$ cat config.mk
export PLATFORM = sky130hd
export DESIGN_NAME = retransmit_timeout_estimator_top
export DESIGN_NICKNAME = d
export VERILOG_FILES = /design/src/design/rte_pkg.sv /design/src/design/rte_est.sv /design/src/design/rte_rto.sv /design/src/design/retransmit_timeout_estimator_top.sv
export SDC_FILE = /design/constraint.sdc
export NUM_CORES = 1
export LEC_CHECK = 0
export BUFFER_PORTS_ARGS = -buffer_cell sky130_fd_sc_hd__buf_2
export CAP_MARGIN = 15
export CORE_MARGIN = 1
export CORE_UTILIZATION = 62
export CTS_CLUSTER_DIAMETER = 200
export DETAILED_ROUTE_END_ITERATION = 16
export GPL_TIMING_DRIVEN = 0
export PLACE_DENSITY = 0.94
export SETUP_SLACK_MARGIN = 0.2
export SYNTH_ARGS = -nofsm -noshare
export SYNTH_HDL_FRONTEND = slang
export SYNTH_SLANG_ARGS = --single-unit
export TNS_END_PERCENT = 30
$ cat constraint.sdc
create_clock -name clk -period 10.3 [get_ports clk]
set_clock_uncertainty 0.1 [all_clocks]
set_input_delay 1.03 -clock clk [delete_from_list [all_inputs] [get_ports clk]]
set_output_delay 1.03 -clock clk [all_outputs]
set_load 0.005 [all_outputs]
$ cat src/design/rte_pkg.sv
package rte_pkg;

  localparam int unsigned TIME_W   = 32;
  localparam int unsigned RETRY_W  = 8;
  localparam int unsigned VARTERM_W = 16;
  localparam int unsigned IN_W     = 72;
  localparam int unsigned OUT_W    = 96;

  localparam logic [TIME_W-1:0]    TIMEOUT_MIN   = 32'd1000;
  localparam logic [VARTERM_W-1:0] VARTERM_RESET = 16'd1000;
  localparam logic [RETRY_W-1:0]   RETRY_MAX     = 8'd1;

  typedef struct packed {
    logic                 taken;
    logic [TIME_W-1:0]    srtt;
    logic [TIME_W-1:0]    rttvar;
    logic [VARTERM_W-1:0] min_var;
  } stage_t;

endpackage

$ cat src/design/rte_est.sv
module rte_est (
  input  logic                                clk,
  input  logic                                rst_n,
  input  logic                                a_vld,
  input  logic                                b_ready,
  input  logic [rte_pkg::TIME_W-1:0]          now_ms,
  input  logic [rte_pkg::TIME_W-1:0]          sent_ms,
  input  logic [rte_pkg::RETRY_W-1:0]         retry_count,
  input  logic [rte_pkg::VARTERM_W-1:0]       min_var,
  output logic                                b_vld,
  output rte_pkg::stage_t                     b_stage
);

  logic                          have_r;
  logic                          have_nxt;
  logic [rte_pkg::TIME_W-1:0]    srtt_r;
  logic [rte_pkg::TIME_W-1:0]    srtt_nxt;
  logic [rte_pkg::TIME_W-1:0]    rttvar_r;
  logic [rte_pkg::TIME_W-1:0]    rttvar_nxt;
  logic                          b_vld_r;
  logic                          b_vld_nxt;
  rte_pkg::stage_t               b_r;

  logic                          ok;
  logic                          load;
  logic [rte_pkg::TIME_W-1:0]    rtt;
  logic [rte_pkg::TIME_W-1:0]    diff;
  logic [rte_pkg::TIME_W+1:0]    var3;
  logic [rte_pkg::TIME_W+2:0]    srtt7;
  logic [rte_pkg::TIME_W:0]      v_sum;
  logic [rte_pkg::TIME_W:0]      s_sum;

  always_comb begin
    ok    = (retry_count <= rte_pkg::RETRY_MAX) && (now_ms >= sent_ms);
    load  = a_vld && b_ready;
    rtt   = now_ms - sent_ms;
    diff  = (srtt_r >= rtt) ? (srtt_r - rtt) : (rtt - srtt_r);
    var3  = {2'b00, rttvar_r} + {1'b0, rttvar_r, 1'b0};
    srtt7 = {srtt_r, 3'b000} - {3'b000, srtt_r};
    v_sum = {1'b0, var3[rte_pkg::TIME_W+1:2]} + {3'b000, diff[rte_pkg::TIME_W-1:2]};
    s_sum = {1'b0, srtt7[rte_pkg::TIME_W+2:3]} + {4'b0000, rtt[rte_pkg::TIME_W-1:3]};

    have_nxt   = have_r;
    srtt_nxt   = srtt_r;
    rttvar_nxt = rttvar_r;
    if (ok) begin
      have_nxt = 1'b1;
      if (!have_r) begin
        srtt_nxt   = rtt;
        rttvar_nxt = {1'b0, rtt[rte_pkg::TIME_W-1:1]};
      end else begin
        srtt_nxt   = s_sum[rte_pkg::TIME_W-1:0];
        rttvar_nxt = v_sum[rte_pkg::TIME_W-1:0];
      end
    end

    b_vld_nxt = b_ready ? a_vld : b_vld_r;
  end

  always_ff @(posedge clk) begin
    if (!rst_n) begin
      have_r   <= 1'b0;
      srtt_r   <= '0;
      rttvar_r <= '0;
      b_vld_r  <= 1'b0;
    end else begin
      b_vld_r <= b_vld_nxt;
      if (load) begin
        have_r   <= have_nxt;
        srtt_r   <= srtt_nxt;
        rttvar_r <= rttvar_nxt;
      end
    end
  end

  always_ff @(posedge clk) begin
    if (load) begin
      b_r.taken   <= ok;
      b_r.srtt    <= srtt_nxt;
      b_r.rttvar  <= rttvar_nxt;
      b_r.min_var <= min_var;
    end
  end

  assign b_vld   = b_vld_r;
  assign b_stage = b_r;

  a_taken_has_sample: assert property (@(posedge clk) disable iff (!rst_n)
    b_vld_r && b_r.taken |-> have_r)
    else $error("taken sample without estimator history");

  a_state_matches_stage: assert property (@(posedge clk) disable iff (!rst_n)
    load |=> (b_r.srtt == srtt_r) && (b_r.rttvar == rttvar_r))
    else $error("stage copy disagrees with estimator state");

endmodule

$ cat src/design/rte_rto.sv
module rte_rto (
  input  logic                            clk,
  input  logic                            rst_n,
  input  logic                            b_vld,
  input  rte_pkg::stage_t                 b_stage,
  input  logic                            out_tready,
  output logic                            slot_ready,
  output logic                            out_vld,
  output logic                            taken,
  output logic [rte_pkg::TIME_W-1:0]      timeout_ms,
  output logic [rte_pkg::TIME_W-1:0]      smoothed_rtt,
  output logic [rte_pkg::TIME_W-1:0]      rtt_variation
);

  logic [rte_pkg::TIME_W-1:0]    rto_r;
  logic [rte_pkg::TIME_W-1:0]    rto_nxt;
  logic                          out_vld_r;
  logic                          out_vld_nxt;
  logic                          taken_r;
  logic [rte_pkg::TIME_W-1:0]    timeout_r;
  logic [rte_pkg::TIME_W-1:0]    srtt_r;
  logic [rte_pkg::TIME_W-1:0]    rttvar_r;

  logic                          load;
  logic [rte_pkg::TIME_W+1:0]    var4;
  logic [rte_pkg::TIME_W+1:0]    floor_term;
  logic [rte_pkg::TIME_W+1:0]    term;
  logic [rte_pkg::TIME_W+2:0]    sum;
  logic [rte_pkg::TIME_W-1:0]    sat;

  always_comb begin
    slot_ready = !out_vld_r || out_tready;
    load       = b_vld && slot_ready;
    var4       = {b_stage.rttvar, 2'b00};
    floor_term = {{(rte_pkg::TIME_W+2-rte_pkg::VARTERM_W){1'b0}}, b_stage.min_var};
    term       = (var4 > floor_term) ? var4 : floor_term;
    sum        = {1'b0, term} + {3'b000, b_stage.srtt};
    if (sum[rte_pkg::TIME_W+2:rte_pkg::TIME_W] != 3'b000) begin
      sat = '1;
    end else if (sum[rte_pkg::TIME_W-1:0] < rte_pkg::TIMEOUT_MIN) begin
      sat = rte_pkg::TIMEOUT_MIN;
    end else begin
      sat = sum[rte_pkg::TIME_W-1:0];
    end
    rto_nxt     = b_stage.taken ? sat : rto_r;
    out_vld_nxt = slot_ready ? b_vld : out_vld_r;
  end

  always_ff @(posedge clk) begin
    if (!rst_n) begin
      rto_r     <= {{(rte_pkg::TIME_W-rte_pkg::VARTERM_W){1'b0}}, rte_pkg::VARTERM_RESET};
      out_vld_r <= 1'b0;
    end else begin
      out_vld_r <= out_vld_nxt;
      if (load) begin
        rto_r <= rto_nxt;
      end
    end
  end

  always_ff @(posedge clk) begin
    if (load) begin
      taken_r   <= b_stage.taken;
      timeout_r <= rto_nxt;
      srtt_r    <= b_stage.srtt;
      rttvar_r  <= b_stage.rttvar;
    end
  end

  assign out_vld       = out_vld_r;
  assign taken         = taken_r;
  assign timeout_ms    = timeout_r;
  assign smoothed_rtt  = srtt_r;
  assign rtt_variation = rttvar_r;

  a_timeout_floor: assert property (@(posedge clk) disable iff (!rst_n)
    out_vld_r |-> timeout_r >= rte_pkg::TIMEOUT_MIN)
    else $error("timeout below minimum");

  a_skip_holds_rto: assert property (@(posedge clk) disable iff (!rst_n)
    out_vld_r && !taken_r |-> timeout_r == rto_r)
    else $error("skipped sample changed timeout");

  a_rto_tracks_out: assert property (@(posedge clk) disable iff (!rst_n)
    load |=> rto_r == timeout_r)
    else $error("timeout state and result disagree");

endmodule

$ cat src/design/retransmit_timeout_estimator_top.sv
// Channel  Direction  Handshake                Payload
// in_      slave      in_tvalid / in_tready    in_tdata: now_ms, sent_ms, retry_count
// out_     master     out_tvalid / out_tready  out_tdata: timeout_ms, srtt, rttvar;
//                                              out_tuser: sample_taken
// cfg_     write      cfg_wr_en                cfg_wr_data: min_variance_term
//
// Three register stages: input, estimator update, timeout; one result per
// transfer, one transfer per cycle while out_tready is high.
// The estimator state loop closes in the update stage.
// Reset (rst_n low, synchronous) empties all stages and sets the timeout to 1000.
// A full stage holds while the stage after it holds; in_tready drops only when
// every stage is full and out_tready is low.
module retransmit_timeout_estimator_top (
  input  logic                             clk,
  input  logic                             rst_n,
  input  logic                             in_tvalid,
  output logic                             in_tready,
  input  logic [rte_pkg::IN_W-1:0]         in_tdata,   // now_ms, sent_ms, retry_count
  output logic                             out_tvalid,
  input  logic                             out_tready,
  output logic [rte_pkg::OUT_W-1:0]        out_tdata,  // timeout_ms, smoothed_rtt, rtt_variation
  output logic                             out_tuser,  // sample_taken
  input  logic                             cfg_wr_en,
  input  logic [rte_pkg::VARTERM_W-1:0]    cfg_wr_data
);

  logic [rte_pkg::VARTERM_W-1:0]  min_var_r;
  logic                           a_vld_r;
  logic                           a_vld_nxt;
  logic [rte_pkg::TIME_W-1:0]     now_r;
  logic [rte_pkg::TIME_W-1:0]     sent_r;
  logic [rte_pkg::RETRY_W-1:0]    retry_r;

  logic                           b_vld;
  logic                           b_ready;
  rte_pkg::stage_t                b_stage;
  logic                           slot_ready;
  logic [rte_pkg::TIME_W-1:0]     timeout_ms;
  logic [rte_pkg::TIME_W-1:0]     smoothed_rtt;
  logic [rte_pkg::TIME_W-1:0]     rtt_variation;

  always_comb begin
    b_ready   = !b_vld || slot_ready;
    in_tready = !a_vld_r || b_ready;
    a_vld_nxt = in_tready ? in_tvalid : a_vld_r;
  end

  always_ff @(posedge clk) begin
    if (!rst_n) begin
      a_vld_r   <= 1'b0;
      min_var_r <= rte_pkg::VARTERM_RESET;
    end else begin
      a_vld_r <= a_vld_nxt;
      if (cfg_wr_en) begin
        min_var_r <= cfg_wr_data;
      end
    end
  end

  always_ff @(posedge clk) begin
    if (in_tvalid && in_tready) begin
      now_r   <= in_tdata[31:0];
      sent_r  <= in_tdata[63:32];
      retry_r <= in_tdata[71:64];
    end
  end

  rte_est u_est (
    .clk         (clk),
    .rst_n       (rst_n),
    .a_vld       (a_vld_r),
    .b_ready     (b_ready),
    .now_ms      (now_r),
    .sent_ms     (sent_r),
    .retry_count (retry_r),
    .min_var     (min_var_r),
    .b_vld       (b_vld),
    .b_stage     (b_stage)
  );

  rte_rto u_rto (
    .clk           (clk),
    .rst_n         (rst_n),
    .b_vld         (b_vld),
    .b_stage       (b_stage),
    .out_tready    (out_tready),
    .slot_ready    (slot_ready),
    .out_vld       (out_tvalid),
    .taken         (out_tuser),
    .timeout_ms    (timeout_ms),
    .smoothed_rtt  (smoothed_rtt),
    .rtt_variation (rtt_variation)
  );

  assign out_tdata = {rtt_variation, smoothed_rtt, timeout_ms};

endmodule
==> results.yml, run 1 <==
synthesis:
  synth_top_area_share_pct: 28.0
  synth_cells: 2946
  ys_warn_count: 0
  synth-edff-count: 249
  syn_area_um2: 26700
  synth_top_area_cell: "edfxtp_1"
  avgSynthCellArea_um2: 9.08
  ys_seq_elements: 365
  yosysSeqAreaShare_pct: 36.6
  synth_area_leaders: "edfxtp_1, ha_1, dfxtp_1"
  synth_cell_types: 94
  syn_nets: 3302
  synthFlopType: "edfxtp_1"
  synth-async-reset-ratio_pct: 0
setup_path:
  critPathTopFamily: "compound AO/OA/AOI/OAI gates"
  rr_startpoint: "now_r[3]$_DFFE_PP_"
  critPathArrivalTime_ns: 10.05
  cp-start-kind: "flop"
  required_ns: 10.53
  path_max_fanout: 10
  crit_cells: 39
  critPathCaptureType: "flop"
  slowest_stage: "fa_1"
  r2r_slack_ns: 0.48
  ff2ff_path_depth: 39
  timing.critical_path.buf_inv: 5
  critPathLaunch: "now_r[3]$_DFFE_PP_"
  critPathMaxStageDelay_ns: 0.41
  critPathMostFrequentCell: "a21oi_1"
  crit_type: "flop to flop"
timing:
  rsz0062_at_grt: "no"
  fin_crit_ns: 9.82
  setup_slack_ns: 0.476
  timing.final.hold_violations: 0
  fin_crit_sh_pct: 95.4
  max_freq_ghz: 0.102
  max_slew.worst_pin.slew_ns: 0.989
  slew_violations: 0
  setup_viol: 0
  relSlewSlack_pct: 34.0
pwr:
  ir_drop_mv: 0.163
  p_int_mw: 3.01
  swShare_pct: 36.5
  p_sw_mw: 1.73
  power_per_cell_area_nw_per_um2: 158
  p_total_mw: 4.74
  pwr-share-clk_pct: 30.4
  leakage_nw: 13.6
  p_seq_share_pct: 34.7
  combPwrFrac_pct: 34.9
floorplanning:
  io_pins: 192
  core_area_um2: 42200
  die_width_um: 210
  initial_core_util_pct: 63.3
  dieArea_um2: 44000
  die_h_um: 210
  rows: 75
clock_tree:
  h-tree-depth: 2
  ctsHoldBuffers: 0
  clk-insertion-delay-late_ns: 0.60
  cts_tree: "yes"
  numCtsBuffers: 38
  clk_transition_reported_paths_ns: 0.06
  cts.sinks: 365
  root_buffer: "clkbuf_16"
  clockBufferDepth: 3
status:
  outcome: "complete, no violations"
global_routing:
  grtUsageTotal_pct: 36.5
  overflow: 0
  grt_first_pass_wirelength_mm: 124
  antenna_found_initial: 2
  grt_max_degree: 66
  grt_pass1_vias: 23200
run:
  max_cap_violations: 0
placement:
  pre_cts_slack_ns: -1.14
  placed_cell_area_um2: 28500
  dpl.cell_count: 3678
  gp_congestion: 1.00
  io_buffers: 188
  hpwl_mm: 63.7
min_path:
  whs_path_depth: 0
  hp-class: "flop to flop"
  min_from: "min_var_r[13]$_SDFFE_PN0P_"
detailed_routing:
  routedWlPerCell_um: 21.8
  vias: 24400
  wl_mm: 81.9
  avgViaCountPerCell: 6.49
  drc: 0
  ant_nets: 0
  drtIter0Drc: 2881
  dr.pass1.iters: 6
cells_and_area:
  nets: 3542
  drive_gt1_share_pct: 11.5
  syn_to_final_growth_pct: 12.2
  finalNonFillerCells: 3756
  final_cell_area_um2: 30000
synthesized netlist by cell type (7+ instances only):
master and n:
a21oi_1 356, ha_1 258, edfxtp_1 249, nor2_1 238, nand2_1 199, inv_1 189
o21ai_0 147, a21o_1 120, dfxtp_1 116, xnor2_1 110, clkbuf_1 102, xor2_1 53
nor3_1 52, nand3_1 49, o21a_1 47, o21bai_1 47, mux2i_1 45, nor2b_1 40
o211a_1 36, a31oi_1 34, nand2b_1 30, and3_1 29, nand4_1 26, o211ai_1 22
and2_1 21, o21ai_1 20, a211oi_1 19, buf_2 18, nor4_1 18, o31ai_1 18
mux2_2 17, a21boi_0 14, mux2_1 13, o22a_1 13, or3_1 13, nor3b_1 11
o2111ai_1 10, a221oi_1 8, a2111oi_0 7, a211o_1 7
routing by layer:
layer	track usage, %	wire, um	up-vias
met5	0	0	-
met4	20.0	4750	0
met2	61.5	38100	1421
met3	5.37	7830	283
li1	-	-	11300
met1	45.0	31200	11300
logic make-up after synthesis:
kind of cell / Yosys count / synth area share (%)
compound gates: 1005 / 24.6
fa+ha+maj: 263 / 12.4
simple gates: 761 / 13.6
mux: 75 / 2.95
flops: 365 / 36.6
buf+inv: 314 / 4.52
xor+xnor: 163 / 5.34
final timing paths:
path | endpoint
max | u_est.b_stage[42]$_DFFE_PP_
min | u_est.b_stage[13]$_DFFE_PP_
max reg2reg | u_est.b_stage[42]$_DFFE_PP_
min reg2reg | u_est.b_stage[13]$_DFFE_PP_
cell usage in the layout, fill, tap and decap left out, types with 45 or more instances in the layout:
cell / count
o21ai_0: 147
o21a_1: 47
mux2i_1: 45
buf_2: 204
a21o_1: 120
nand2_1: 199
edfxtp_1: 249
nand3_1: 49
inv_1: 188
ha_1: 257
a21oi_1: 353
nor2_1: 235
clkbuf_1: 100
dfxtp_1: 116
xor2_1: 49
o21bai_1: 47
nor3_1: 51
xnor2_1: 107
repair_timing:
item | CTS | global route
resized for setup | 11 | 28
endpoints found under the setup margin | 45 | 25
hold endpoints to repair | 0 | 0
gates cloned | 0 | 0
pin swaps | 2 | 3
setup buffers | 0 | 7
power groups by stage:
stage                     Combinational, mW  Clock (mW)  Sequential, mW
after floorplan                        1.12           0            1.67
after global placement                 1.53           0            1.68
after detailed placement               1.54           0            1.68
after CTS                              1.57        1.44            1.65
after global routing                   1.78        1.50            1.65
final                                  1.65        1.44            1.65
metrics by stage:
step | TNS [ns] | hold slack (ns) | util [%]
after CTS | 0 | 0.337 | 70.7
after global placement | -17.69 | 0.310 | 67.2
final | 0 | 0.335 | 71.1
after global routing | 0 | 0.350 | 71.1
after floorplan | 0 | 0.308 | -
after detailed placement | -18.96 | 0.319 | 67.5
flip-flops by register name, indices dropped and copies added (netlist names):
| name | cells |
|---|---|
| sent_r | 32 |
| u_rto.out_vld | 1 |
| now_r | 32 |
| u_rto.taken | 1 |
| u_est.srtt_r | 32 |
| u_rto.smoothed_rtt | 32 |
| u_rto.rto_r | 32 |
| a_vld_r | 1 |
| u_est.b_vld | 1 |
| u_est.b_stage | 81 |
| min_var_r | 16 |
| u_est.rttvar_r | 32 |
| retry_r | 7 |
| u_rto.timeout_ms | 32 |
| u_rto.rtt_variation | 32 |
| u_est.have_r | 1 |
layout make-up:
| cell class | count | area, um2 |
|---|---|---|
| Fill cell | 3143 | 12200 |
| Buffer | 124 | 507 |
| Clock buffer | 45 | 1020 |
| Multi-Input combinational cell | 2267 | 15900 |
| Antenna cell | 2 | 5.00 |
| Sequential cell | 365 | 9800 |
| Tap cell | 539 | 674 |
| Inverter | 190 | 716 |
| Clock inverter | 24 | 288 |
| Timing Repair Buffer | 200 | 1100 |
(Power assumes the default switching activity.)
==> inputs of run 2 (changes only) <==
- PLACE_DENSITY: 0.94 -> 0.82
==> run 2 against run 1 <==
Against the previous run: register-to-register slack gained 0.07 ns; power down 0.38%; final cell count hardly changed; sequential share of layout area grew 0.050 points; largest power group unchanged.
==> results.yml, run 2 (synthesis results as in run 1) <==
status:
  outcome: "complete, no violations"
pwr:
  ir_drop_mv: 0.160
  p_total_mw: 4.72
  power_per_cell_area_nw_per_um2: 158
  leakage_nw: 13.6
cells_and_area:
  final_cell_mix: "a21oi_1, ha_1, edfxtp_1, nor2_1, buf_2"
  largest_register_ffs: 81
  final_util_pct: 71.0
  syn_to_final_growth_pct: 12.1
  diodes: 0
  nFillCells: 3238
  nets: 3541
  final_cell_area_um2: 30000
  drive_gt1_share_pct: 11.1
  final_common_cell: "a21oi_1"
min_path:
  hp-class: "flop to flop"
timing:
  rsz0062_at_grt: "no"
  max_freq_ghz: 0.102
  timing.final.hold_violations: 0
  relSlewSlack_pct: 30.0
  slew_violations: 0
  setup_viol: 0
  setup-tns-final_ns: 0
  max_slew.worst_pin.slew_ns: 1.05
  fin_crit_ns: 9.76
  fin_crit_sh_pct: 94.7
global_routing:
  grt_max_degree: 80
  grtUsageTotal_pct: 37.9
  antenna_found_initial: 1
  overflow: 0
  grt_first_pass_wirelength_mm: 128
  grt_pass1_vias: 23400
clock_tree:
  clk-insertion-delay-late_ns: 0.59
  numCtsBuffers: 38
  ctsHoldBuffers: 0
  h-tree-depth: 2
  clockBufferDepth: 3
  cts.sinks: 365
  cts_tree: "yes"
  clk_transition_reported_paths_ns: 0.07
  root_buffer: "clkbuf_16"
setup_path:
  critPathMostFrequentCell: "a21oi_1"
  slowest_stage: "o41a_1"
  path_max_fanout: 10
  critPathCaptureType: "flop"
  critPathMaxStageDelay_ns: 0.46
  crit_type: "flop to flop"
  cp-start-kind: "flop"
  required_ns: 10.51
  timing.critical_path.buf_inv: 5
  critPathTopFamily: "compound AO/OA/AOI/OAI gates"
  critPathArrivalTime_ns: 9.97
detailed_routing:
  avgViaCountPerCell: 6.50
  dr.pass1.iters: 8
  routedWlPerCell_um: 22.6
  ant_nets: 0
  drtIter0Drc: 2573
  wl_mm: 84.8
  vias: 24400
  drc: 0
run:
  max_cap_violations: 0
floorplanning:
  initial_core_util_pct: 63.3
  io_pins: 192
  dieArea_um2: 44000
  die_h_um: 210
  die_width_um: 210
  rows: 75
  core_area_um2: 42200
placement:
  gp_congestion: 1.01
  placed_cell_area_um2: 28500
  io_buffers: 188
  hpwl_mm: 66.9
run 2: routing by layer:
metal  global-route usage (%)  routed length (um)  part of all wire (%)
met3                     5.13                7650                   9.0
met4                     20.9                5070                   6.0
met1                     46.3               32200                    38
met2                     64.8               39900                    47
met5                        0                  13                 0.015
run 2: path summary, 6_finish.rpt:
kind / depth (start not counted) / start / slack (ns) / to
setup reg to reg: 41 / now_r[0]$_DFFE_PP_ / 0.54 / u_est.b_stage[46]$_DFFE_PP_
hold reg to reg: 0 / min_var_r[5]$_SDFFE_PN1P_ / 0.34 / u_est.b_stage[5]$_DFFE_PP_
setup / recovery: 41 / now_r[0]$_DFFE_PP_ / 0.54 / u_est.b_stage[46]$_DFFE_PP_
hold / removal: 0 / min_var_r[5]$_SDFFE_PN1P_ / 0.34 / u_est.b_stage[5]$_DFFE_PP_
run 2: worst reg2reg max path: cells and delay by family (launching register included):
family	cells	cell delay, ns
compound gates	20	4.49
xor+xnor	3	0.68
flops	1	0.33
fa+ha+maj	5	1.60
buf+inv	5	1.09
simple gates	8	1.19
run 2: repair_timing:
item | 4_1_cts | 5_1_grt
pin swaps | 0 | 3
hold endpoints to repair | 0 | 0
setup buffers | 0 | 6
resized for setup | 9 | 22
endpoints found under the setup margin | 48 | 22
run 2: layout make-up:
cell class | count | area [um2] | area share, %
Clock buffer | 53 | 1090 | 3.64
Clock inverter | 17 | 188 | 0.626
Timing Repair Buffer | 199 | 1090 | 3.65
Inverter | 190 | 716 | 2.39
Tap cell | 539 | 674 | 2.25
Multi-Input combinational cell | 2267 | 15900 | 53.1
Sequential cell | 365 | 9800 | 32.7
Buffer | 124 | 502 | 1.67
run 2: power by group:
group | switching [mW] | internal (mW)
registers | 0.0249 | 1.62
logic | 1.06 | 0.587
clock network | 0.610 | 0.823
run 2: per-stage QoR:
step                hold WS, ns  instances  worst slack [ns]
CTS                       0.337       3748             0.216
finish                    0.335       3754             0.542
detailed placement        0.320       3678             -1.10
global route              0.348       3754             0.204
global placement          0.312       3673             -1.02
floorplan                 0.308       2946              2.26
